$ cat config.mk
export PLATFORM = sky130hd
export DESIGN_NAME = round_robin_task_scheduler
export DESIGN_NICKNAME = d
export VERILOG_FILES = /design/src/hw/rtl/rrts_pkg.sv /design/src/hw/rtl/rrts_ctrl.sv /design/src/hw/rtl/rrts_dp.sv /design/src/hw/rtl/round_robin_task_scheduler.sv
export SDC_FILE = /design/constraint.sdc
export NUM_CORES = 1
export LEC_CHECK = 0
export ABC_AREA = 1
export BUFFER_PORTS_ARGS = -buffer_cell sky130_fd_sc_hd__buf_2
export CAP_MARGIN = 5
export CORE_ASPECT_RATIO = 1.4
export CORE_MARGIN = 2
export CORE_UTILIZATION = 45
export CTS_CLUSTER_SIZE = 10
export DETAILED_ROUTE_END_ITERATION = 12
export HOLD_SLACK_MARGIN = 0.08
export SLEW_MARGIN = 30
export SYNTH_ARGS = -nofsm -noshare
export SYNTH_HDL_FRONTEND = slang
export SYNTH_HIERARCHICAL = 1
export SYNTH_SLANG_ARGS = --single-unit
$ cat constraint.sdc
create_clock -name clk -period 10.75 [get_ports clk]
set_input_delay 3.225 -clock clk [delete_from_list [all_inputs] [get_ports clk]]
set_output_delay 3.225 -clock clk [all_outputs]
set_load 0.01 [all_outputs]
$ cat src/hw/rtl/rrts_pkg.sv
// Shared constants, result codes and handshake structs of the round-robin scheduler.
`timescale 1ns / 1ps
`default_nettype none

package rrts_pkg;

  localparam int MAX_TASKS_DEF  = 16;
  localparam int BURST_BITS_DEF = 16;

  localparam logic [15:0] QUANTUM_RESET = 16'd10;

  // field widths fixed by the item formats
  localparam int ID_W    = 8;
  localparam int BURST_W = 16;
  localparam int SLICE_W = 16;
  localparam int CLOCK_W = 20;
  localparam int LEFT_W  = 5;
  localparam int BCNT_W  = 5;
  localparam int BSUM_W  = 20;
  localparam int CSUM_W  = 24;
  localparam int STAT_W  = 2;

  localparam int IN_TDATA_W  = 24;
  localparam int OUT_FIELD_W = ID_W + SLICE_W + 1 + CLOCK_W + LEFT_W + BCNT_W + BSUM_W + CSUM_W;
  localparam int OUT_TDATA_W = ((OUT_FIELD_W + 7) / 8) * 8;
  localparam int OUT_PAD_W   = OUT_TDATA_W - OUT_FIELD_W;

  localparam logic CMD_ADD = 1'b0;
  localparam logic CMD_RUN = 1'b1;

  localparam logic [STAT_W-1:0] ST_ADDED  = 2'd0;
  localparam logic [STAT_W-1:0] ST_RAN    = 2'd1;
  localparam logic [STAT_W-1:0] ST_FULL   = 2'd2;
  localparam logic [STAT_W-1:0] ST_NO_RUN = 2'd3;

  typedef struct packed {
    logic load;    // capture input transfer, read head entry
    logic commit;  // update state, load result register
  } ctrl_cmd_t;

  typedef struct packed {
    logic out_free;
  } dp_stat_t;

endpackage

`default_nettype wire

$ cat src/hw/rtl/rrts_ctrl.sv
// Controller of the scheduler: accept an item, then commit it once the result slot is free.
`timescale 1ns / 1ps
`default_nettype none

module rrts_ctrl (
  input  wire               clk,
  input  wire               rst,
  input  wire               s_valid,
  output logic              s_ready,
  input  rrts_pkg::dp_stat_t  stat,
  output rrts_pkg::ctrl_cmd_t cmd
);

  localparam logic S_IDLE = 1'b0;
  localparam logic S_EXEC = 1'b1;

  logic state;
  logic state_next;

  always_comb begin
    state_next = state;
    case (state)
      S_IDLE: begin
        if (s_valid) state_next = S_EXEC;
      end
      S_EXEC: begin
        if (stat.out_free) state_next = S_IDLE;
      end
      default: state_next = S_IDLE;
    endcase
  end

  always_ff @(posedge clk) begin
    if (rst) begin
      state <= S_IDLE;
    end else begin
      state <= state_next;
    end
  end

  // no transfer is taken while reset is held
  assign s_ready    = (state == S_IDLE) && !rst;
  assign cmd.load   = s_ready && s_valid;
  assign cmd.commit = (state == S_EXEC) && stat.out_free;

endmodule

`default_nettype wire

$ cat src/hw/rtl/rrts_dp.sv
// Datapath of the scheduler: task ring, counters, quantum register and result register.
`timescale 1ns / 1ps
`default_nettype none

module rrts_dp #(
  parameter int MAX_TASKS  = rrts_pkg::MAX_TASKS_DEF,
  parameter int BURST_BITS = rrts_pkg::BURST_BITS_DEF
) (
  input  wire                                  clk,
  input  wire                                  rst,
  input  rrts_pkg::ctrl_cmd_t                  cmd,
  output rrts_pkg::dp_stat_t                   stat,
  input  wire                                  in_cmd,
  input  wire  [rrts_pkg::ID_W-1:0]            in_id,
  input  wire  [rrts_pkg::BURST_W-1:0]         in_burst,
  input  wire                                  cfg_valid,
  input  wire  [15:0]                          cfg_data,
  output logic                                 m_valid,
  input  wire                                  m_ready,
  output logic [rrts_pkg::OUT_TDATA_W-1:0]     m_data,
  output logic [rrts_pkg::STAT_W-1:0]          m_user
);

  localparam int IW   = (MAX_TASKS > 1) ? $clog2(MAX_TASKS) : 1;
  localparam int CNTW = $clog2(MAX_TASKS + 1);
  localparam int SW   = CNTW + 1;
  localparam int RW   = BURST_BITS;
  localparam int CW   = (RW > 16) ? RW : 16;
  localparam int EW   = rrts_pkg::ID_W + RW;

  // task ring: {id, remaining}
  logic [EW-1:0] ring [MAX_TASKS];
  logic [EW-1:0] rd_q;

  logic                          cmd_r;
  logic [rrts_pkg::ID_W-1:0]     id_r;
  logic [rrts_pkg::BURST_W-1:0]  burst_r;
  logic [15:0]                   quantum;

  logic [IW-1:0]                 head;
  logic [CNTW-1:0]               count;
  logic [rrts_pkg::CLOCK_W-1:0]  clock;
  logic [rrts_pkg::BCNT_W-1:0]   bcount;
  logic [rrts_pkg::BSUM_W-1:0]   bsum;
  logic [rrts_pkg::CSUM_W-1:0]   csum;

  logic [IW-1:0]                 head_next;
  logic [CNTW-1:0]               count_next;
  logic [rrts_pkg::CLOCK_W-1:0]  clock_next;
  logic [rrts_pkg::BCNT_W-1:0]   bcount_next;
  logic [rrts_pkg::BSUM_W-1:0]   bsum_next;
  logic [rrts_pkg::CSUM_W-1:0]   csum_next;

  logic [rrts_pkg::STAT_W-1:0]   status;
  logic [rrts_pkg::ID_W-1:0]     served;
  logic [rrts_pkg::SLICE_W-1:0]  slice;
  logic                          fin;
  logic                          wr_en;
  logic [EW-1:0]                 wr_data;
  logic [IW-1:0]                 tail;

  logic                          empty;
  logic                          full;
  logic [IW-1:0]                 head_base;
  logic [RW-1:0]                 b;
  logic [RW-1:0]                 rem;
  logic                          requeue;
  logic [rrts_pkg::CLOCK_W:0]    clock_sum;
  logic [rrts_pkg::CSUM_W:0]     csum_sum;
  logic [rrts_pkg::BSUM_W:0]     bsum_sum;

  // modular add for values below twice the ring depth
  function automatic logic [IW-1:0] wrap(input logic [SW-1:0] s);
    logic [SW-1:0] r;
    begin
      r = (s >= SW'(MAX_TASKS)) ? s - SW'(MAX_TASKS) : s;
      return IW'(r);
    end
  endfunction

  assign empty     = (count == '0);
  assign full      = (count >= CNTW'(MAX_TASKS));
  assign b         = RW'(burst_r);
  assign rem       = rd_q[RW-1:0];
  assign requeue   = (CW'(rem) > CW'(quantum));
  assign head_base = (cmd_r == rrts_pkg::CMD_ADD && empty) ? '0 : head;
  assign tail      = wrap(SW'(head_base) + SW'(count));

  always_comb begin
    status      = rrts_pkg::ST_NO_RUN;
    served      = '0;
    slice       = '0;
    fin         = 1'b0;
    wr_en       = 1'b0;
    wr_data     = {rrts_pkg::ID_W'(id_r), b};
    head_next   = head;
    count_next  = count;
    clock_next  = clock;
    bcount_next = bcount;
    bsum_next   = bsum;
    csum_next   = csum;
    clock_sum   = '0;
    csum_sum    = '0;
    bsum_sum    = '0;
    if (cmd_r == rrts_pkg::CMD_ADD) begin
      if (full) begin
        status = rrts_pkg::ST_FULL;
      end else begin
        status     = rrts_pkg::ST_ADDED;
        wr_en      = 1'b1;
        head_next  = head_base;
        count_next = count + 1'b1;
        if (empty) begin
          // first add after the queue drained opens a new batch
          clock_next  = '0;
          csum_next   = '0;
          bcount_next = rrts_pkg::BCNT_W'(1);
          bsum_next   = rrts_pkg::BSUM_W'(b);
        end else begin
          bcount_next = (bcount == '1) ? bcount : bcount + 1'b1;
          bsum_sum    = {1'b0, bsum} + (rrts_pkg::BSUM_W + 1)'(b);
          bsum_next   = bsum_sum[rrts_pkg::BSUM_W] ? '1 : bsum_sum[rrts_pkg::BSUM_W-1:0];
        end
      end
    end else if (!empty) begin
      status    = rrts_pkg::ST_RAN;
      served    = rd_q[EW-1:RW];
      head_next = wrap(SW'(head) + SW'(1));
      slice     = requeue ? quantum : rrts_pkg::SLICE_W'(rem);
      clock_sum = {1'b0, clock} + (rrts_pkg::CLOCK_W + 1)'(slice);
      clock_next = clock_sum[rrts_pkg::CLOCK_W] ? '1 : clock_sum[rrts_pkg::CLOCK_W-1:0];
      if (requeue) begin
        wr_en   = 1'b1;
        wr_data = {served, rem - RW'(quantum)};
      end else begin
        fin        = 1'b1;
        count_next = count - 1'b1;
        csum_sum   = {1'b0, csum} + (rrts_pkg::CSUM_W + 1)'(clock_next);
        csum_next  = csum_sum[rrts_pkg::CSUM_W] ? '1 : csum_sum[rrts_pkg::CSUM_W-1:0];
      end
    end
  end

  // ring memory: read head on accept, write tail on commit
  always_ff @(posedge clk) begin
    if (cmd.load) begin
      rd_q    <= ring[head];
      cmd_r   <= in_cmd;
      id_r    <= in_id;
      burst_r <= in_burst;
    end
    if (cmd.commit && wr_en) begin
      ring[tail] <= wr_data;
    end
  end

  always_ff @(posedge clk) begin
    if (rst) begin
      quantum <= rrts_pkg::QUANTUM_RESET;
      head    <= '0;
      count   <= '0;
      clock   <= '0;
      bcount  <= '0;
      bsum    <= '0;
      csum    <= '0;
    end else begin
      if (cfg_valid) quantum <= cfg_data;
      if (cmd.commit) begin
        head   <= head_next;
        count  <= count_next;
        clock  <= clock_next;
        bcount <= bcount_next;
        bsum   <= bsum_next;
        csum   <= csum_next;
      end
    end
  end

  always_ff @(posedge clk) begin
    if (rst) begin
      m_valid <= 1'b0;
    end else if (cmd.commit) begin
      m_valid <= 1'b1;
    end else if (m_ready) begin
      m_valid <= 1'b0;
    end
  end

  always_ff @(posedge clk) begin
    if (cmd.commit) begin
      m_user <= status;
      m_data <= {{rrts_pkg::OUT_PAD_W{1'b0}}, csum_next, bsum_next, bcount_next,
                 rrts_pkg::LEFT_W'(count_next), clock_next, fin, slice, served};
    end
  end

  assign stat.out_free = !m_valid || m_ready;

  a_count_range: assert property (@(posedge clk) disable iff (rst)
    count <= CNTW'(MAX_TASKS))
    else $error("queue count beyond ring depth");

  a_head_range: assert property (@(posedge clk) disable iff (rst)
    SW'(head) < SW'(MAX_TASKS))
    else $error("head pointer outside ring");

  a_no_overwrite: assert property (@(posedge clk) disable iff (rst)
    cmd.commit |-> (!m_valid || m_ready))
    else $error("result register overwritten before transfer");

  a_commit_shows: assert property (@(posedge clk) disable iff (rst)
    cmd.commit |=> m_valid)
    else $error("committed item produced no result");

  a_load_commit: assert property (@(posedge clk) disable iff (rst)
    cmd.load |-> !cmd.commit)
    else $error("load and commit in the same cycle");

endmodule

`default_nettype wire

$ cat src/hw/rtl/round_robin_task_scheduler.sv
// Top level of the round-robin task scheduler with a programmable quantum.
//
// Items arrive on the s_axis stream: tuser is the command (add a task at the
// tail, or run one slice), tdata carries task id and burst. Each item gives
// exactly one result on m_axis: tuser is the status code, tdata carries the
// served id, slice length, finished flag, batch clock, queue depth, batch task
// count, burst sum and completion sum.
// An item is handled in an accept step, which takes it and reads the head entry of the task
// ring (a memory with registered read), then a commit step, which updates state and loads the
// result register; a new item is taken only after the commit step of the last one.
// m_axis_tvalid rises when the commit step has loaded the result register.
// The next item is accepted while a result still waits in the output
// register; if the receiver stalls, the following item waits at its commit
// step and s_axis_tready stays low until the result slot frees.
// cfg_* writes the quantum (reset value 10); cfg_ready is high outside reset.
// Writes are to be made only while the block is idle; the block does not enforce it.
// Reset empties the queue and clears the batch clock, counts and sums; the
// ring contents need no clearing. s_axis_tready is low while reset is held.
`timescale 1ns / 1ps
`default_nettype none

module round_robin_task_scheduler #(
  parameter int MAX_TASKS  = rrts_pkg::MAX_TASKS_DEF,
  parameter int BURST_BITS = rrts_pkg::BURST_BITS_DEF
) (
  input  wire                                clk,
  input  wire                                rst,
  input  wire                                s_axis_tvalid,
  output logic                               s_axis_tready,
  input  wire  [rrts_pkg::IN_TDATA_W-1:0]    s_axis_tdata,  // task_id, burst
  input  wire                                s_axis_tuser,  // cmd
  output logic                               m_axis_tvalid,
  input  wire                                m_axis_tready,
  // served_id, slice_len, finished, finish_time, tasks_left, batch_tasks,
  // burst_sum, completion_sum, zero pad
  output logic [rrts_pkg::OUT_TDATA_W-1:0]   m_axis_tdata,
  output logic [rrts_pkg::STAT_W-1:0]        m_axis_tuser,  // status
  input  wire                                cfg_valid,
  output logic                               cfg_ready,
  input  wire  [15:0]                        cfg_data
);

  rrts_pkg::ctrl_cmd_t cmd;
  rrts_pkg::dp_stat_t  stat;

  assign cfg_ready = !rst;

  rrts_ctrl u_ctrl (
    .clk     (clk),
    .rst     (rst),
    .s_valid (s_axis_tvalid),
    .s_ready (s_axis_tready),
    .stat    (stat),
    .cmd     (cmd)
  );

  rrts_dp #(
    .MAX_TASKS  (MAX_TASKS),
    .BURST_BITS (BURST_BITS)
  ) u_dp (
    .clk       (clk),
    .rst       (rst),
    .cmd       (cmd),
    .stat      (stat),
    .in_cmd    (s_axis_tuser),
    .in_id     (s_axis_tdata[7:0]),
    .in_burst  (s_axis_tdata[23:8]),
    .cfg_valid (cfg_valid),
    .cfg_data  (cfg_data),
    .m_valid   (m_axis_tvalid),
    .m_ready   (m_axis_tready),
    .m_data    (m_axis_tdata),
    .m_user    (m_axis_tuser)
  );

endmodule

`default_nettype wire

-- Word-level counts from Yosys, hierarchy flattened
Memories as Yosys holds them, arrays and structs flattened. A register that Yosys moved wholly into a read port is not among the register bits.
Cells that the tools add are included.
- flip-flop bits (word level): 222
- bits in writable memories: 384
- input bits: 46
- word-level logic and storage cells: 96
- memories kept: 1
- add/sub/neg operators: 11
- order comparisons: 4
- equality and inequality tests: 3
- mux-type cells: 48
- bitwise operators: 2
- reductions and logical operators: 12
- memory list (memory ; depth ; width ; read ports ; clocked after Yosys merged registers in ; wr ports ; line ; text):
    u_dp.ring ; 16 ; 24 ; 1 ; 1 ; 1 ; rrts_dp.sv:32 ; logic [EW-1:0] ring [MAX_TASKS];
- operator list (cell ; number):
    24-bit 2-to-1 mux ; 9
    20-bit 2-to-1 mux ; 9
    20-bit by 16-bit adder with 21-bit output ; 2
    5-bit 2-to-1 mux ; 8
    24-bit by 20-bit adder with 25-bit output ; 1
    4-bit 2-to-1 mux ; 6
    16-bit greater-than comparator ; 1
    16-bit 2-to-1 mux ; 1
    16-bit subtractor ; 1
    1-bit 2-to-1 mux ; 11
    5-bit by 1-bit adder with 5-bit output, second input constant ; 2
    5-bit greater-or-equal comparator, second input constant ; 2
    4-bit by 1-bit subtractor with 4-bit output, second input constant ; 2
    4-bit by 5-bit adder with 6-bit output ; 1
    6-bit by 5-bit greater-or-equal comparator with 1-bit output, second input constant ; 1
    2-bit 2-to-1 mux ; 3
    4-bit by 1-bit adder with 5-bit output, second input constant ; 1
    5-bit == test, second input constant ; 1
    1-bit logical AND ; 5
    5-bit zero test ; 1
    5-bit by 1-bit subtractor with 5-bit output, second input constant ; 1
    3-bit AND reduction ; 1
    1-bit zero test ; 2
    2-bit by 1-bit inequality test with 1-bit output, second input constant ; 1
    other kinds (6) ; 7

-- Longest topological paths before layout
- word-level depth: 9
- depth in mapped cells: 45

-- By module
The synthesis kept the hierarchy.
- by module, submodules not included (module ; times used ; cells each ; area an instance (um^2)):
    rrts_dp ; 1 ; 3139 ; 30050.1
    rrts_ctrl ; 1 ; 9 ; 53.8
    round_robin_task_scheduler ; 1 ; 1 ; 3.8

-- Worst setup path after synthesis
No wires, ideal clock.
- path type: input port to flip-flop
- from: input m_axis_tready
- to: memory u_dp/ring[15][0] in the netlist's numbering, enable pin
- library setup time: 466 ps
- arrival: 8502 ps
- required time: 10284 ps
- slack: 1782 ps
- stages: 8
- buffers on the path: 0
- cell sequence: inv_1 > nand2_1 > nand2_1 > inv_1 > inv_1 > a21oi_2 > inv_1 > nor4_1
- RTL lines (what ; line ; text):
    start, declared ; round_robin_task_scheduler.sv:33 ; input wire m_axis_tready,
    end, declared ; rrts_dp.sv:32 ;

-- Worst setup path in the final report
- from: input rst
- to: output s_axis_tready
- longest elaborated chain between the ends: 2
- RTL lines (what ; line ; text):
    start, declared ; round_robin_task_scheduler.sv:27 ; input wire rst,
    1-bit zero test ; rrts_ctrl.sv:42 ; assign s_ready = (state == S_IDLE) && !rst;
    1-bit logical AND ; rrts_ctrl.sv:42 ;
    end, declared ; round_robin_task_scheduler.sv:29 ; output logic s_axis_tready,
No other way between the ends.

==> impl_results.md <==
- Family of cells with the greatest summed delay on the critical path: buffers and inverters
- Die X: 223 um
- Number of hold buffers added after cts: 0
- Fraction of layout instances using a drive strength above 1: 10.8%
- Clock latency reported for the late side of the worst-skew pair: 0.64 ns
- Area taken by flip-flops and latches: 0.0180 mm^2
- Detailed Routing Iterations Pass 1: 6
- Starting Density: 45.3%
- CTS clock-pin slew for the worst setup and hold paths: 0.05 ns
- Total global routing track utilization: 25.3%
- Crit path required time: 7.53 ns
- Utilization of the core after routing: 51.2%
- Overall via count from detail_route: 23200
- CP Max Fanout: 29
- Synthesized instance count: 3149
- Number of flops mapped to enable cells by yosys: 534
- Number of endpoints failing setup at the final stage: 0
- Predominant post-synthesis flop cell: sky130_fd_sc_hd__edfxtp_1
- Setup TNS Final: 0 ns
- Post-CTS setup buffers: 0
- Antenna cells: 0
- Non-filler cells in the finished layout: 4173
- Outcome: finished clean
- Unrepaired setup endpoints after global routing: no
- Post-place setup slack: 3.63 ns
- Worst slew margin: 37.8%
- Smallest setup slack after layout: 3.68 ns
- I/O Pins: 155
- Floorplan die height: 310 um
- CTS HTree Levels: 3
- Portion of total power attributed to the clock network: 36.1%
- CTS max path bufs: 3
- Pwr per Cell Area: 187 mW/mm^2
- Routed wire length: 88500 um
- Cell area after technology mapping: 0.0301 mm^2
- #FFs+latches synth: 630
- Classification of the worst-slack hold path: flop to flop
- Net switching share of the total power: 29.6%
- Multi-input logic area: 0.0104 mm^2
- Buffers & Inverters on Critical Path: 3
- GP Congestion: 0.961
- Final number of max-transition violations: 0
- Crit end category: output port
- Antenna violations before repair: 1
- Post-placement cell count: 4065
- Number of warning messages in the yosys log: 6
- Total of buffers placed on input and output ports: 149
- Internal power: 4470 uW
- Combinational Power Share: 18.5%
- Number of placement rows: 112
- Share of synthesized registers carrying an async set or reset: 0%
- Detail Route Antenna Nets: 0
- Final min period: 7.07 ns
- Post-synthesis cell type count: 47
- Drt wl/cell: 21.2 um
- Root cell of the clock tree: sky130_fd_sc_hd__clkbuf_16
- Final instance area: 0.0340 mm^2
- Number of sinks driven by the clock tree: 630
- Switch Pwr: 1880 uW
- Critical setup path kind: primary input to output port
- Number of maximum-capacitance violations: 0
- Fill cells: 6124
- Die Area: 0.0690 mm^2
- Final Hold Fails: 0
- Leakage dissipation: 0.0139 uW
- CP arrival: 3.85 ns
- Final HPWL from detailed placement: 57500 um
- Slew at the pin with the worst max-slew slack: 0.933 ns
- Final net count: 3413
- Fmax: 0.141 GHz
- Number of remaining DRC errors: 0
- Synth-to-layout area growth: 12.9%
- Largest net degree at the start of global routing: 98
- Sequential share of the synthesized area: 59.6%
- Period utilization: 65.8%
- Via-to-Cell Ratio: 5.57
- Floorplan core area: 0.0664 mm^2
- Dominant cell type by count on the critical path: sky130_fd_sc_hd__buf_2
- Reg power frac: 45.4%
- Number of clock buffers inserted by TritonCTS: 75
- Synthesized area per cell: 9.56 um^2
- Vias in the first global route: 22600
- Clock skew after layout: 0.0219 ns
- Gates resized, CTS repair: 0
- CTS tree: done
- Overflow left after global routing: 0
- Drt first-iter violations: 2058
- Worst Setup Start Kind: primary input
- Global-route wire length before repair: 132000 um
- Largest stage delay, worst path: 0.32 ns
- CP cell instances: buf_2 > buf_4 > nor2_1 > buf_2
- Slowest stage cell, crit path: sky130_fd_sc_hd__buf_4
- Max IR drop VDD: 0.116 mV
- Total cell area at the placement stage: 0.0318 mm^2
[cell families after synthesis]
logic type	Yosys count	share of synthesized area, %
AOI/OAI and AO/OA	625	12.0
xor gates and xnor gates	38	1.11
adders and majority gates	80	3.45
buffers and inverters	471	6.12
DFF	630	59.6
muxes	1	0.0374
other	1	0.0125
and+or+nand+nor	1303	17.7
[cell usage after synthesis, drive strengths merged, types with 5 or more instances]
library cell	count	area, um^2
nand2	670	2530
edfxtp	534	16000
nor2	388	1470
inv	325	1220
o21ai	324	1680
nand3	198	1010
a21oi	157	793
clkbuf	110	413
dfxtp	96	1920
ha	75	938
o221ai	70	613
buf	34	203
o211ai	28	210
o22ai	26	163
xor2	25	219
nand4	20	125
xnor2	13	114
nand3b	10	75.1
nor3	8	50.1
a211oi	5	37.5
fa	5	100
[final timing paths]
| kind | start | slack, ns | cells past startpoint | to |
|---|---|---|---|---|
| setup / recovery | rst | 3.68 | 4 | s_axis_tready |
| setup reg to reg | u_dp/rd_q[0]$_DFFE_PP_ | 3.92 | 35 | u_dp/m_data[80]$_DFFE_PP_ |
| hold / removal | u_dp/m_valid$_SDFFE_PP0P_ | 0.48 | 2 | u_dp/m_valid$_SDFFE_PP0P_ |
| hold reg to reg | u_dp/m_valid$_SDFFE_PP0P_ | 0.48 | 2 | u_dp/m_valid$_SDFFE_PP0P_ |
[flip-flops by register name (all words and copies together) (netlist names)]
| name | count |
|---|---|
| u_dp/count | 5 |
| u_ctrl/state | 1 |
| u_dp/m_valid | 1 |
| u_dp/bcount | 5 |
| u_dp/bsum | 20 |
| u_dp/clock | 20 |
| u_dp/csum | 24 |
| u_dp/head | 4 |
| u_dp/ring | 384 |
| u_dp/m_user | 2 |
| u_dp/b | 16 |
| u_dp/quantum | 16 |
| u_dp/id_r | 8 |
| u_dp/rd_q | 24 |
| u_dp/cmd_r | 1 |
| u_dp/m_data | 99 |
[power groups by stage]
stage | clock network, uW | logic (uW) | registers [uW]
detailed placement | 0 | 1170 | 2940
floorplan | 0 | 773 | 2930
CTS | 2340 | 1170 | 2890
global route | 2440 | 1300 | 2890
global placement | 0 | 1150 | 2930
finish | 2290 | 1170 | 2890
[cell type report]
class	instances	share of cell area, %
clock inverters	11	0.563
repair buffers	201	3.35
well taps	855	3.15
multi-input cells	2052	30.6
clock buffers	97	5.89
flip-flops and latches	630	52.8
inverters	327	3.65
[cell usage in the layout (no fill, tap or decap), types with 4 or more instances in the layout]
cell / synthesis / layout
sky130_fd_sc_hd__nor3_1: 6 / 6
sky130_fd_sc_hd__o21bai_1: 4 / 4
sky130_fd_sc_hd__clkbuf_16: 0 / 76
sky130_fd_sc_hd__o21ai_1: 17 / 17
sky130_fd_sc_hd__a21oi_1: 155 / 154
sky130_fd_sc_hd__dfxtp_1: 96 / 93
sky130_fd_sc_hd__nand4_1: 20 / 20
sky130_fd_sc_hd__buf_2: 12 / 149
sky130_fd_sc_hd__o221ai_1: 70 / 70
sky130_fd_sc_hd__a211oi_1: 5 / 5
sky130_fd_sc_hd__inv_2: 9 / 11
sky130_fd_sc_hd__buf_4: 10 / 51
sky130_fd_sc_hd__nand3_1: 195 / 194
sky130_fd_sc_hd__nand3b_1: 10 / 10
sky130_fd_sc_hd__fa_1: 5 / 5
sky130_fd_sc_hd__o21ai_0: 294 / 294
sky130_fd_sc_hd__a21o_1: 4 / 4
sky130_fd_sc_hd__o211ai_1: 28 / 28
sky130_fd_sc_hd__edfxtp_1: 534 / 534
sky130_fd_sc_hd__clkbuf_1: 110 / 19
sky130_fd_sc_hd__inv_1: 316 / 311
sky130_fd_sc_hd__nor2_2: 1 / 17
sky130_fd_sc_hd__xor2_1: 25 / 25
sky130_fd_sc_hd__nand2_2: 8 / 7
sky130_fd_sc_hd__nand2_1: 662 / 662
sky130_fd_sc_hd__o21ai_2: 12 / 12
sky130_fd_sc_hd__xnor2_1: 13 / 13
sky130_fd_sc_hd__nand3_2: 3 / 4
sky130_fd_sc_hd__conb_1: 1 / 5
sky130_fd_sc_hd__ha_1: 75 / 75
sky130_fd_sc_hd__clkinv_16: 0 / 4
sky130_fd_sc_hd__nor2_1: 386 / 370
sky130_fd_sc_hd__o22ai_1: 26 / 26
[per-stage QoR]
step	power [uW]	hold slack [ns]
floorplan	3700	0.421
global placement	4080	0.474
detailed placement	4100	0.476
CTS	6400	0.485
global route	6630	0.519
finish	6350	0.480
[per-layer routing]
| layer | global-route usage, % | wire, um | vias up |
|---|---|---|---|
| li1 | - | - | 11100 |
| met5 | 0 | 0 | - |
| met2 | 45.3 | 44700 | 809 |
| met4 | 11.8 | 3590 | 0 |
| met1 | 30.5 | 35300 | 11200 |
| met3 | 3.14 | 4890 | 160 |
[worst register-to-register path: cells and delay by family (launching register included)]
kind	cells	cell delay (ns)
buf+inv	4	0.30
compound gates	2	0.78
simple gates	24	3.51
fa+ha+maj	5	1.63
flops	1	0.35
(Power assumes the default switching activity.)
